--- src/rtl/core/sha_pkg.sv ---
// ----------------------------------------------------------------------------
// sha_pkg
// Shared types, constants and helper functions for the SHA-256 message hasher.
// ----------------------------------------------------------------------------
package sha_pkg;

  // byte positions inside a 64-byte block, the pad byte, and the last digest word and round indices
  localparam logic [5:0] LEN_POS   = 6'd56;
  localparam logic [5:0] LAST_POS  = 6'd63;
  localparam logic [7:0] PAD_BYTE  = 8'h80;
  localparam logic [2:0] LAST_WORD = 3'd7;
  localparam logic [5:0] LAST_RND  = 6'd63;

  // one input item
  typedef struct packed {
    logic [7:0] data_byte;
    logic       byte_present;
    logic       end_of_message;
  } item_t;

  // one digest word
  typedef struct packed {
    logic [31:0] digest_word;
    logic [2:0]  word_index;
    logic        last_word;
  } digest_t;

  // eight 32-bit words, index 0 is a / H0
  typedef logic [7:0][31:0] work_t;

  // schedule window controls
  typedef struct packed {
    logic push;
    logic step;
  } sched_ctl_t;

  function automatic logic [31:0] ror32(input logic [31:0] x, input int unsigned n);
    return (x >> n) | (x << (32 - n));
  endfunction

  function automatic logic [31:0] big_sigma0(input logic [31:0] x);
    return ror32(x, 2) ^ ror32(x, 13) ^ ror32(x, 22);
  endfunction

  function automatic logic [31:0] big_sigma1(input logic [31:0] x);
    return ror32(x, 6) ^ ror32(x, 11) ^ ror32(x, 25);
  endfunction

  function automatic logic [31:0] small_sigma0(input logic [31:0] x);
    return ror32(x, 7) ^ ror32(x, 18) ^ (x >> 3);
  endfunction

  function automatic logic [31:0] small_sigma1(input logic [31:0] x);
    return ror32(x, 17) ^ ror32(x, 19) ^ (x >> 10);
  endfunction

  function automatic work_t init_hash();
    work_t h;
    h[0] = 32'h6A09E667;
    h[1] = 32'hBB67AE85;
    h[2] = 32'h3C6EF372;
    h[3] = 32'hA54FF53A;
    h[4] = 32'h510E527F;
    h[5] = 32'h9B05688C;
    h[6] = 32'h1F83D9AB;
    h[7] = 32'h5BE0CD19;
    return h;
  endfunction

  function automatic logic [31:0] round_k(input logic [5:0] idx);
    logic [31:0] k;
    case (idx)
      6'd0:  k = 32'h428A2F98;  6'd1:  k = 32'h71374491;
      6'd2:  k = 32'hB5C0FBCF;  6'd3:  k = 32'hE9B5DBA5;
      6'd4:  k = 32'h3956C25B;  6'd5:  k = 32'h59F111F1;
      6'd6:  k = 32'h923F82A4;  6'd7:  k = 32'hAB1C5ED5;
      6'd8:  k = 32'hD807AA98;  6'd9:  k = 32'h12835B01;
      6'd10: k = 32'h243185BE;  6'd11: k = 32'h550C7DC3;
      6'd12: k = 32'h72BE5D74;  6'd13: k = 32'h80DEB1FE;
      6'd14: k = 32'h9BDC06A7;  6'd15: k = 32'hC19BF174;
      6'd16: k = 32'hE49B69C1;  6'd17: k = 32'hEFBE4786;
      6'd18: k = 32'h0FC19DC6;  6'd19: k = 32'h240CA1CC;
      6'd20: k = 32'h2DE92C6F;  6'd21: k = 32'h4A7484AA;
      6'd22: k = 32'h5CB0A9DC;  6'd23: k = 32'h76F988DA;
      6'd24: k = 32'h983E5152;  6'd25: k = 32'hA831C66D;
      6'd26: k = 32'hB00327C8;  6'd27: k = 32'hBF597FC7;
      6'd28: k = 32'hC6E00BF3;  6'd29: k = 32'hD5A79147;
      6'd30: k = 32'h06CA6351;  6'd31: k = 32'h14292967;
      6'd32: k = 32'h27B70A85;  6'd33: k = 32'h2E1B2138;
      6'd34: k = 32'h4D2C6DFC;  6'd35: k = 32'h53380D13;
      6'd36: k = 32'h650A7354;  6'd37: k = 32'h766A0ABB;
      6'd38: k = 32'h81C2C92E;  6'd39: k = 32'h92722C85;
      6'd40: k = 32'hA2BFE8A1;  6'd41: k = 32'hA81A664B;
      6'd42: k = 32'hC24B8B70;  6'd43: k = 32'hC76C51A3;
      6'd44: k = 32'hD192E819;  6'd45: k = 32'hD6990624;
      6'd46: k = 32'hF40E3585;  6'd47: k = 32'h106AA070;
      6'd48: k = 32'h19A4C116;  6'd49: k = 32'h1E376C08;
      6'd50: k = 32'h2748774C;  6'd51: k = 32'h34B0BCB5;
      6'd52: k = 32'h391C0CB3;  6'd53: k = 32'h4ED8AA4A;
      6'd54: k = 32'h5B9CCA4F;  6'd55: k = 32'h682E6FF3;
      6'd56: k = 32'h748F82EE;  6'd57: k = 32'h78A5636F;
      6'd58: k = 32'h84C87814;  6'd59: k = 32'h8CC70208;
      6'd60: k = 32'h90BEFFFA;  6'd61: k = 32'hA4506CEB;
      6'd62: k = 32'hBEF9A3F7;  6'd63: k = 32'hC67178F2;
      default: k = 32'h0;
    endcase
    return k;
  endfunction

endpackage

--- src/rtl/core/sha_round.sv ---
// ----------------------------------------------------------------------------
// sha_round
// One SHA-256 compression round, shared by all 64 rounds of a block.
// ----------------------------------------------------------------------------
module sha_round (
  input  sha_pkg::work_t cur,
  input  logic [31:0]    w,
  input  logic [31:0]    k,
  output sha_pkg::work_t nxt
);
  import sha_pkg::*;

  logic [31:0] s0, s1, ch, maj, t1, t2;

  // round functions
  always_comb begin
    s1  = big_sigma1(cur[4]);
    ch  = (cur[4] & cur[5]) ^ (~cur[4] & cur[6]);
    t1  = cur[7] + s1 + ch + k + w;
    s0  = big_sigma0(cur[0]);
    maj = (cur[0] & cur[1]) ^ (cur[0] & cur[2]) ^ (cur[1] & cur[2]);
    t2  = s0 + maj;
  end

  // rotate the working registers
  always_comb begin
    nxt[7] = cur[6];
    nxt[6] = cur[5];
    nxt[5] = cur[4];
    nxt[4] = cur[3] + t1;
    nxt[3] = cur[2];
    nxt[2] = cur[1];
    nxt[1] = cur[0];
    nxt[0] = t1 + t2;
  end

endmodule

--- src/rtl/core/sha_sched.sv ---
// ----------------------------------------------------------------------------
// sha_sched
// 16-word shift line: collects the block's message words, then expands the
// message schedule one word per round.
// ----------------------------------------------------------------------------
module sha_sched (
  input  logic                clk,
  input  sha_pkg::sched_ctl_t ctl,
  input  logic [31:0]         word_in,
  output logic [31:0]         w_out
);
  import sha_pkg::*;

  logic [31:0] win [16];
  logic [31:0] expand;
  logic [31:0] tail;

  // next schedule word, W[t+16] from W[t..t+15]
  always_comb begin
    expand = small_sigma1(win[14]) + win[9] + small_sigma0(win[1]) + win[0];
    tail   = ctl.push ? word_in : expand;
  end

  // shift on each loaded word or each round
  always_ff @(posedge clk) begin
    if (ctl.push || ctl.step) begin
      for (int i = 0; i < 15; i++) begin
        win[i] <= win[i + 1];
      end
      win[15] <= tail;
    end
  end

  assign w_out = win[0];

endmodule

--- src/rtl/core/sha256_message_hasher_unit.sv ---
// ----------------------------------------------------------------------------
// sha256_message_hasher_unit
// SHA-256 over a byte stream, emitting the eight digest words per message.
// ----------------------------------------------------------------------------
// An item that carries a byte and does not complete a 64-byte block is taken
// and leaves the unit ready for the next item. The item that completes a block
// is followed by a busy phase: 64 rounds through the single shared round unit,
// then a fold of the working registers into the hash. An end-of-message item
// then pushes the padding and length bytes one per cycle (up to 64, or up to 72
// when the padding spills into a second block), runs one or two further
// compressions, and hands out the eight digest words, one per cycle while the
// consumer does not stall. Input stall stays high for the whole of that work;
// the last digest word may still sit in the output register when the next item
// is taken.
module sha256_message_hasher_unit (
  input  logic             clk,
  input  logic             rst,
  input  logic             item_valid,
  output logic             item_stall,
  input  sha_pkg::item_t   item,
  output logic             digest_valid,
  input  logic             digest_stall,
  output sha_pkg::digest_t digest
);
  import sha_pkg::*;

  localparam logic [2:0] ST_IDLE = 3'd0;
  localparam logic [2:0] ST_PAD  = 3'd1;
  localparam logic [2:0] ST_COMP = 3'd2;
  localparam logic [2:0] ST_HADD = 3'd3;
  localparam logic [2:0] ST_OUT  = 3'd4;

  logic [2:0]  state;
  logic [5:0]  fill;
  logic [60:0] count;
  logic [23:0] acc;
  logic [5:0]  rnd;
  logic [2:0]  widx;
  logic        eom_pend;
  logic        padding;
  logic        pad_first;
  logic        final_blk;
  work_t       hash;
  work_t       work;
  work_t       work_next;

  logic        item_fire;
  logic        push_en;
  logic [7:0]  push_byte;
  logic [5:0]  fill_next;
  logic        go_comp;
  logic        in_len;
  logic [63:0] bit_len;
  logic [5:0]  len_shift;
  logic [7:0]  len_byte;
  logic        out_load;
  logic [31:0] w_cur;
  sched_ctl_t  sched_ctl;

  // input handshake
  assign item_stall = (state != ST_IDLE);
  assign item_fire  = item_valid && !item_stall;

  // length field bytes, most significant first
  always_comb begin
    bit_len   = {count, 3'b000};
    len_shift = {3'd7 - fill[2:0], 3'b000};
    len_byte  = 8'(bit_len >> len_shift);
    in_len    = final_blk && (fill >= LEN_POS);
  end

  // byte source for the block buffer
  always_comb begin
    push_en   = 1'b0;
    push_byte = item.data_byte;
    if (state == ST_IDLE) begin
      push_en = item_fire && item.byte_present;
    end else if (state == ST_PAD) begin
      push_en = 1'b1;
      if (pad_first) begin
        push_byte = PAD_BYTE;
      end else if (in_len) begin
        push_byte = len_byte;
      end else begin
        push_byte = 8'h00;
      end
    end
    fill_next = fill + 6'(push_en);
    go_comp   = push_en && (fill == LAST_POS);
  end

  // schedule window control
  always_comb begin
    sched_ctl.push = push_en && (fill[1:0] == 2'b11);
    sched_ctl.step = (state == ST_COMP);
  end

  sha_sched u_sched (
    .clk     (clk),
    .ctl     (sched_ctl),
    .word_in ({acc, push_byte}),
    .w_out   (w_cur)
  );

  sha_round u_round (
    .cur (work),
    .w   (w_cur),
    .k   (round_k(rnd)),
    .nxt (work_next)
  );

  // output register may load a new word
  assign out_load = (state == ST_OUT) && (!digest_valid || !digest_stall);

  // sequencer and control state
  always_ff @(posedge clk) begin
    if (rst) begin
      state        <= ST_IDLE;
      fill         <= '0;
      count        <= '0;
      hash         <= init_hash();
      eom_pend     <= 1'b0;
      padding      <= 1'b0;
      pad_first    <= 1'b0;
      final_blk    <= 1'b0;
      widx         <= '0;
      rnd          <= '0;
      digest_valid <= 1'b0;
    end else begin
      if (push_en) begin
        fill <= fill_next;
      end
      if (push_en && state == ST_IDLE) begin
        count <= count + 61'd1;
      end

      // output register handshake
      if (out_load) begin
        digest_valid <= 1'b1;
      end else if (digest_valid && !digest_stall) begin
        digest_valid <= 1'b0;
      end

      case (state)
        ST_IDLE: begin
          if (item_fire) begin
            if (go_comp) begin
              state    <= ST_COMP;
              rnd      <= '0;
              eom_pend <= item.end_of_message;
            end else if (item.end_of_message) begin
              state     <= ST_PAD;
              padding   <= 1'b1;
              pad_first <= 1'b1;
              final_blk <= (fill_next < LEN_POS);
            end
          end
        end
        ST_PAD: begin
          pad_first <= 1'b0;
          if (go_comp) begin
            state <= ST_COMP;
            rnd   <= '0;
          end
        end
        ST_COMP: begin
          rnd <= rnd + 6'd1;
          if (rnd == LAST_RND) begin
            state <= ST_HADD;
          end
        end
        ST_HADD: begin
          for (int i = 0; i < 8; i++) begin
            hash[i] <= hash[i] + work[i];
          end
          if (padding) begin
            if (final_blk) begin
              state <= ST_OUT;
              widx  <= '0;
            end else begin
              state     <= ST_PAD;
              final_blk <= 1'b1;
            end
          end else if (eom_pend) begin
            state     <= ST_PAD;
            eom_pend  <= 1'b0;
            padding   <= 1'b1;
            pad_first <= 1'b1;
            final_blk <= 1'b1;
          end else begin
            state <= ST_IDLE;
          end
        end
        ST_OUT: begin
          if (out_load) begin
            widx <= widx + 3'd1;
            if (widx == LAST_WORD) begin
              state   <= ST_IDLE;
              hash    <= init_hash();
              count   <= '0;
              padding <= 1'b0;
            end
          end
        end
        default: begin
          state <= ST_IDLE;
        end
      endcase
    end
  end

  // datapath registers
  always_ff @(posedge clk) begin
    if (push_en) begin
      acc <= {acc[15:0], push_byte};
    end
    if (go_comp) begin
      work <= hash;
    end else if (state == ST_COMP) begin
      work <= work_next;
    end
    if (out_load) begin
      digest.digest_word <= hash[widx];
      digest.word_index  <= widx;
      digest.last_word   <= (widx == LAST_WORD);
    end
  end

endmodule

--- config.mk ---
export PLATFORM = sky130hd
export DESIGN_NAME = sha256_message_hasher_unit
export DESIGN_NICKNAME = d
export VERILOG_FILES = /design/src/rtl/core/sha_pkg.sv /design/src/rtl/core/sha_round.sv /design/src/rtl/core/sha_sched.sv /design/src/rtl/core/sha256_message_hasher_unit.sv
export SDC_FILE = /design/constraint.sdc
export NUM_CORES = 2
export LEC_CHECK = 0
export BUFFER_PORTS_ARGS = -buffer_cell sky130_fd_sc_hd__buf_2
export CAP_MARGIN = 20
export CORE_MARGIN = 2
export CORE_UTILIZATION = 55
export CTS_CLUSTER_DIAMETER = 80
export DETAILED_ROUTE_END_ITERATION = 8
export PLACE_DENSITY = 0.73
export RECOVER_POWER = 25
export SLEW_MARGIN = 30
export SYNTH_ARGS = -nofsm -noshare
export SYNTH_HDL_FRONTEND = slang
export SYNTH_SLANG_ARGS = --single-unit
--- constraint.sdc ---
create_clock -name clk -period 15.6 [get_ports clk]
set_input_delay 0.78 -clock clk [delete_from_list [all_inputs] [get_ports clk]]
set_output_delay 0.78 -clock clk [all_outputs]
set_load 0.005 [all_outputs]
### Yosys cells after proc, flatten, opt, wreduce, memory -nomap -nowiden

Memories as Yosys holds them, arrays and structs flattened. A register that Yosys moved wholly into a read port is not among the register bits.
Index checks and enable logic that the tools add are counted.

* memory bits (writable): 512
* ROM bits: 2048
* memories kept: 2
* register bits: 656

* $lt $le $gt $ge: 3
* reduce and logical (&&, ||, !) cells: 30
* mux-type cells: 62
* equality and inequality tests: 22
* shift-type cells: 1
* $add $sub $neg: 23
* bitwise operators: 27

Memories
* (name not given): words 64, width 32, rd ports 1, clocked after memory_dff 1, wr ports 0, RTL line sha_pkg.sv:72 `case (idx)`
* u_sched.win: words 16, width 32, rd ports 16, clocked after memory_dff 0, wr ports 16, RTL line sha_sched.sv:14 `logic [31:0] win [16];`

Operators with widths (count)
* $mux 256: 4
* $add 32x32->32: 18
* $pmux 256 s2: 1
* $xor 32x32->32: 9
* $mux 61: 4
* $and 32x32->32: 5
* $bmux 32 s3: 1
* $mux 32: 2
* $shr 64x6->8: 1
* $add 61x1->61 const B: 1
* $mux 3: 12
* $mux 8: 4
* $not 32->32: 1
* $or 10x32->32: 1
* $or 13x32->32: 1
* $or 14x32->32: 1
* $or 15x32->32: 1
* $or 19x32->32: 1
* $or 21x32->32: 1
* $or 25x32->32: 1
* $or 26x32->32: 1
* $or 30x32->32: 1
* $or 7x32->32: 1
* $xor 32x22->32: 1
* other kinds (34): 94

### Longest topological paths before layout

* depth in word-level cells: 11
* depth in mapped cells: 33
* depth with buffers taken out: 32

### Hierarchy

Synthesis repeated with hierarchy kept, for this count alone.

* cells, all modules: 7461
* area, all modules: 74545.2 µm²

By module, submodules not included
* sha256_message_hasher_unit: seq. area each 16936.2 µm², cells each 4902, area an instance 42806.1 µm², times used 1
* sha_sched: seq. area each 15374.7 µm², cells each 1145, area an instance 20370.8 µm², times used 1
* sha_round: seq. area each 0.0 µm², cells each 1414, area an instance 11368.4 µm², times used 1

### Worst setup path before layout

Ideal clock, no wire load.

* path type: input port to flip-flop
* from: input item_valid
* to: memory u_sched.win[0][0] (enable)
* path slack: 0.182 ns
* setup time: 0.901 ns
* data required time: 14.699 ns
* arrival: 14.517 ns
* stages: 5
* path buffers: 1
* cell sequence: a21oi_1 -> nor3_1 -> nand3_1 -> clkbuf_1 -> nand2_1

RTL lines
* start, declared: RTL line sha256_message_hasher_unit.sv:18 `input logic item_valid,`
* end, declared: RTL line sha_sched.sv:14

### Final worst setup path

* from: register work[128] (netlist name)
* to: register work[30] (netlist name) (data pin)

* word-level cells in the longest chain between the ends: 10
* elaborated cells between the ends (all ways): 16
* those cells by class: add/sub: 5; mux: 2; bitwise: 9

RTL lines
* start, declared: RTL line sha256_message_hasher_unit.sv:44 `work_t work;`
* start signal, assigned: RTL line sha256_message_hasher_unit.sv:218 `work <= hash;`
* start signal, assigned: RTL line sha256_message_hasher_unit.sv:220 `work <= work_next;`
* $or 21x32->32 or $or 26x32->32 (tied branches): RTL line sha_pkg.sv:38 `return (x >> n) | (x << (32 - n));`
* $xor 32x32->32 (2 in a row): RTL line sha_pkg.sv:46 `return ror32(x, 6) ^ ror32(x, 11) ^ ror32(x, 25);`
* $add 32x32->32: RTL line sha_round.sv:19 `t1 = cur[7] + s1 + ch + k + w;`
* $add 32x32->32 * (3 in a row): RTL line sha_round.sv:19
* $add 32x32->32 *: RTL line sha_round.sv:34 `nxt[0] = t1 + t2;`
* $mux 256 *: RTL line sha256_message_hasher_unit.sv:219 `end else if (state == ST_COMP) begin`
* $mux 256 *: RTL line sha256_message_hasher_unit.sv:217 `if (go_comp) begin`

Mark *: on every way between the ends. The rest lies on a longest branch, timed or not. The select of a mux whose other input is x is not followed.
A chain may end at the register's enable or synchronous reset.

==> out/summary.txt <==
Placeable Area: 127,800 sq um
Number of max-capacitance violations reported: 4
Clock Skew: 47.10 ps
Layout Area Growth over Synthesis: 8.741%
Number of gates given a new drive strength after cts: 0
Top area cells in the synthesized netlist: edfxtp_1 (35%), dfxtp_1 (10%), ha_1 (7.0%), fa_1 (5.5%), nand2_1 (5.0%)
Mean cell area of the mapped netlist: 10.32 sq um
Hold-fix buffers, CTS: 0
Critical path's most frequent cell: fa_1
Vias in the first global route: 50,610
CTS tree: done
Global-route wire length before repair: 322,800 um
Biggest area consumer among synthesized cells: edfxtp_1
Detailed-route wire length: 218,500 um
Final hold violations: 0
Clk buf depth: 3
Total routing resource utilization after global routing: 32.70%
Initial antenna violation count: 11
Cell area after synthesis: 71,020 sq um
Post-layout power: 6.673 mW
Class of the tightest hold or removal check: in2reg
Number of buffers inserted during clock tree synthesis: 134
Type of element capturing the critical path: flop
Violations in the final reports: max-capacitance violations, max-slew violations
Post-route core utilization: 60.40%
Number of distinct library cell variants in the gate-level netlist after synthesis: 90
Number of buffer cells added on primary ports: 51
Startpoint class of the critical path: flop
Cell with the largest stage delay on the worst path: edfxtp_1
Most common library cell in the layout ignoring fill and taps: nand2_1
Post-route minimum period: 8109 ps
Status: finished, violations left
Ys flop type: edfxtp_1
Sequential Power Share: 50.7%
H-Tree Depth: 4
Net count of the finished layout: 7,410
PnR worst setup slack: 7491 ps
Setup WS pre-CTS: 7631 ps
TritonRoute pass-1 iters: 8
Area share of the largest cell type after synthesis: 35.01%
Share of the cycle needed by the critical path after routing: 51.98%
Number of synthesized register bits: 1,200
Maximum vdd ir drop: 0.0001035 V
Pin count of the biggest net entering global routing: 192
Internal portion of total power: 5.220 mW
Hold Worst Slack: 349.6 ps
Post-synth ARST share: 0%
Number of remaining DRC errors: 0
Portion of the post-synthesis area used by sequential elements: 45.50%
Via count of the routed design: 53,840
Pwr/cell area: 86.41 nW/um^2
Width of the die: 363.3 um
RePlAce Congestion: 1.021
Share of cells above drive strength 1: 6.937%
Setup repair bufs after CTS: 0
Post-Syn Nets: 7,483
Number of buffers and inverters on the critical path: 4
Initial drt markers: 6,486
Switching power total: 1.453 mW
Leakage power summed over all cells: 29.97 nW
Top-level port count: 52
Commonest non-fill, non-tap cells in the layout: nand2_1 (944), edfxtp_1 (828), nor2_1 (457)
Setup TNS Final: 0 ps
Clock latency reported for the late side of the worst-skew pair: 780 ps
Clock transition time at the flip-flop clock pins of the worst setup and hold paths: 60 ps
Peak clock frequency supported by timing: 0.1233 GHz
Number of sinks driven by the clock tree: 1,200
Gr ovfl total: 0
Cell at the root of the clock tree: clkbuf_16
Total of endpoints with negative setup slack in the final report: 0
Setup repair after global routing missed its margin: false
Largest fanout of any net on the critical path: 6
Cell Rows: 131
Crit Path Category: reg2reg
Post-DR vias/cell: 6.273
Routed WL per cell: 25.46 um
Die Ht: 363.3 um
Die footprint: 132,000 sq um
Worst slew margin relative to its limit: -106.7%
Max Slew Vio Count: 133
Delay contributed by the slowest stage of the critical path: 550 ps
Net switching fraction of the power: 21.77%
Antenna viol nets, final: 0
Part of the total power dissipated in combinational logic: 1.4%
Synthesis Warnings: 0
Category of cells accounting for the largest share of critical-path delay: adder cells
Count of flip-flops with a built-in enable after synthesis: 828
Data arrival at the endpoint of the critical path: 8620 ps
Final HPWL DP: 159,400 um
Effective utilization at floorplan: 55.55%
Worst Tran Pin Value: 3100 ps
Post-Syn Instances: 6,879
Critical path required time: 16,110 ps
Share of total power in the clock network: 47.9%
## tightest hold or removal path, cell delays in order
cell,delay (ps)
buf_2,120
nand2_1,100
a21oi_1,70
## power by group through the flow
stage	logic [mW]	registers [mW]	clock network (mW)
floorplan	0.0631	3.45	0
global placement	0.0916	3.45	0
detailed placement	0.0927	3.45	0
CTS	0.0932	3.38	3.24
global route	0.102	3.38	3.35
finish	0.0944	3.38	3.20
## final cells by class
| cell class | instances | area [sq um] |
|---|---|---|
| inverters | 380 | 1434 |
| clock inverters | 75 | 845.8 |
| flip-flops and latches | 1200 | 32310 |
| fillers | 10510 | 50620 |
| diodes | 2 | 5.005 |
| clock buffers | 174 | 3627 |
| well taps | 1662 | 2079 |
| repair buffers | 108 | 767.0 |
| multi-input cells | 4982 | 36150 |
## path summary, 6_finish.rpt
check | from | endpoint | slack, ps | depth (start not counted)
worst min register to register | u_sched.win[0][169]$_DFFE_PP_ | u_sched.win[0][137]$_DFFE_PP_ | 400 | 0
worst max register to register | work[128]$_DFFE_PP_ | work[30]$_DFFE_PP_ | 7490 | 31
worst min-delay path | digest_stall | digest_valid$_SDFFE_PP0P_ | 350 | 3
worst max-delay path | work[128]$_DFFE_PP_ | work[30]$_DFFE_PP_ | 7490 | 31
## metal layers
metal	global-route usage, %	up-vias	share of wire (%)
met1	46.61	26330	43
li1	-	24370	-
met4	13.56	4	4.4
met5	1.126	-	0.096
met3	7.849	447	10
met2	47.73	2685	43
## flip-flops by register name, indices dropped and copies added (netlist names)
register and count:
rnd 6, final_blk 1, widx 3, u_sched.win 512, state 3, padding 1
eom_pend 1, fill 6, pad_first 1, acc 24, work 256, hash 256
u_round.k 32, digest 36, digest_valid 1, count 61
## per-stage QoR
stage / instances / instance area [sq um]
2_1_floorplan: 6879 / 71020
3_3_place_gp: 8330 / 72700
3_5_place_dp: 8330 / 72700
4_1_cts: 8579 / 77170
5_1_grt: 8581 / 77220
6_report: 8583 / 77220
## kinds of logic after synthesis
kind of cell    synth area share, %
simple gates                  12.32
compound gates                14.57
flops                         45.50
buf+inv                       3.730
xor+xnor                      7.555
fa+ha+maj                     12.63
mux                           3.707
## cells in the mapped netlist (all sizes together), types with 65 or more instances
library cell  number
edfxtp           828
clkbuf           272
a21oi            454
o21ai            362
nor2             462
o22ai             96
nand3             82
nand2b           161
a21o             192
xnor2            381
nor3              76
dfxtp            372
mux4              79
o21a              65
inv              379
ha               395
xor2             229
nand2            947
fa               195
Note: power is estimated with default switching activity, not from simulation.
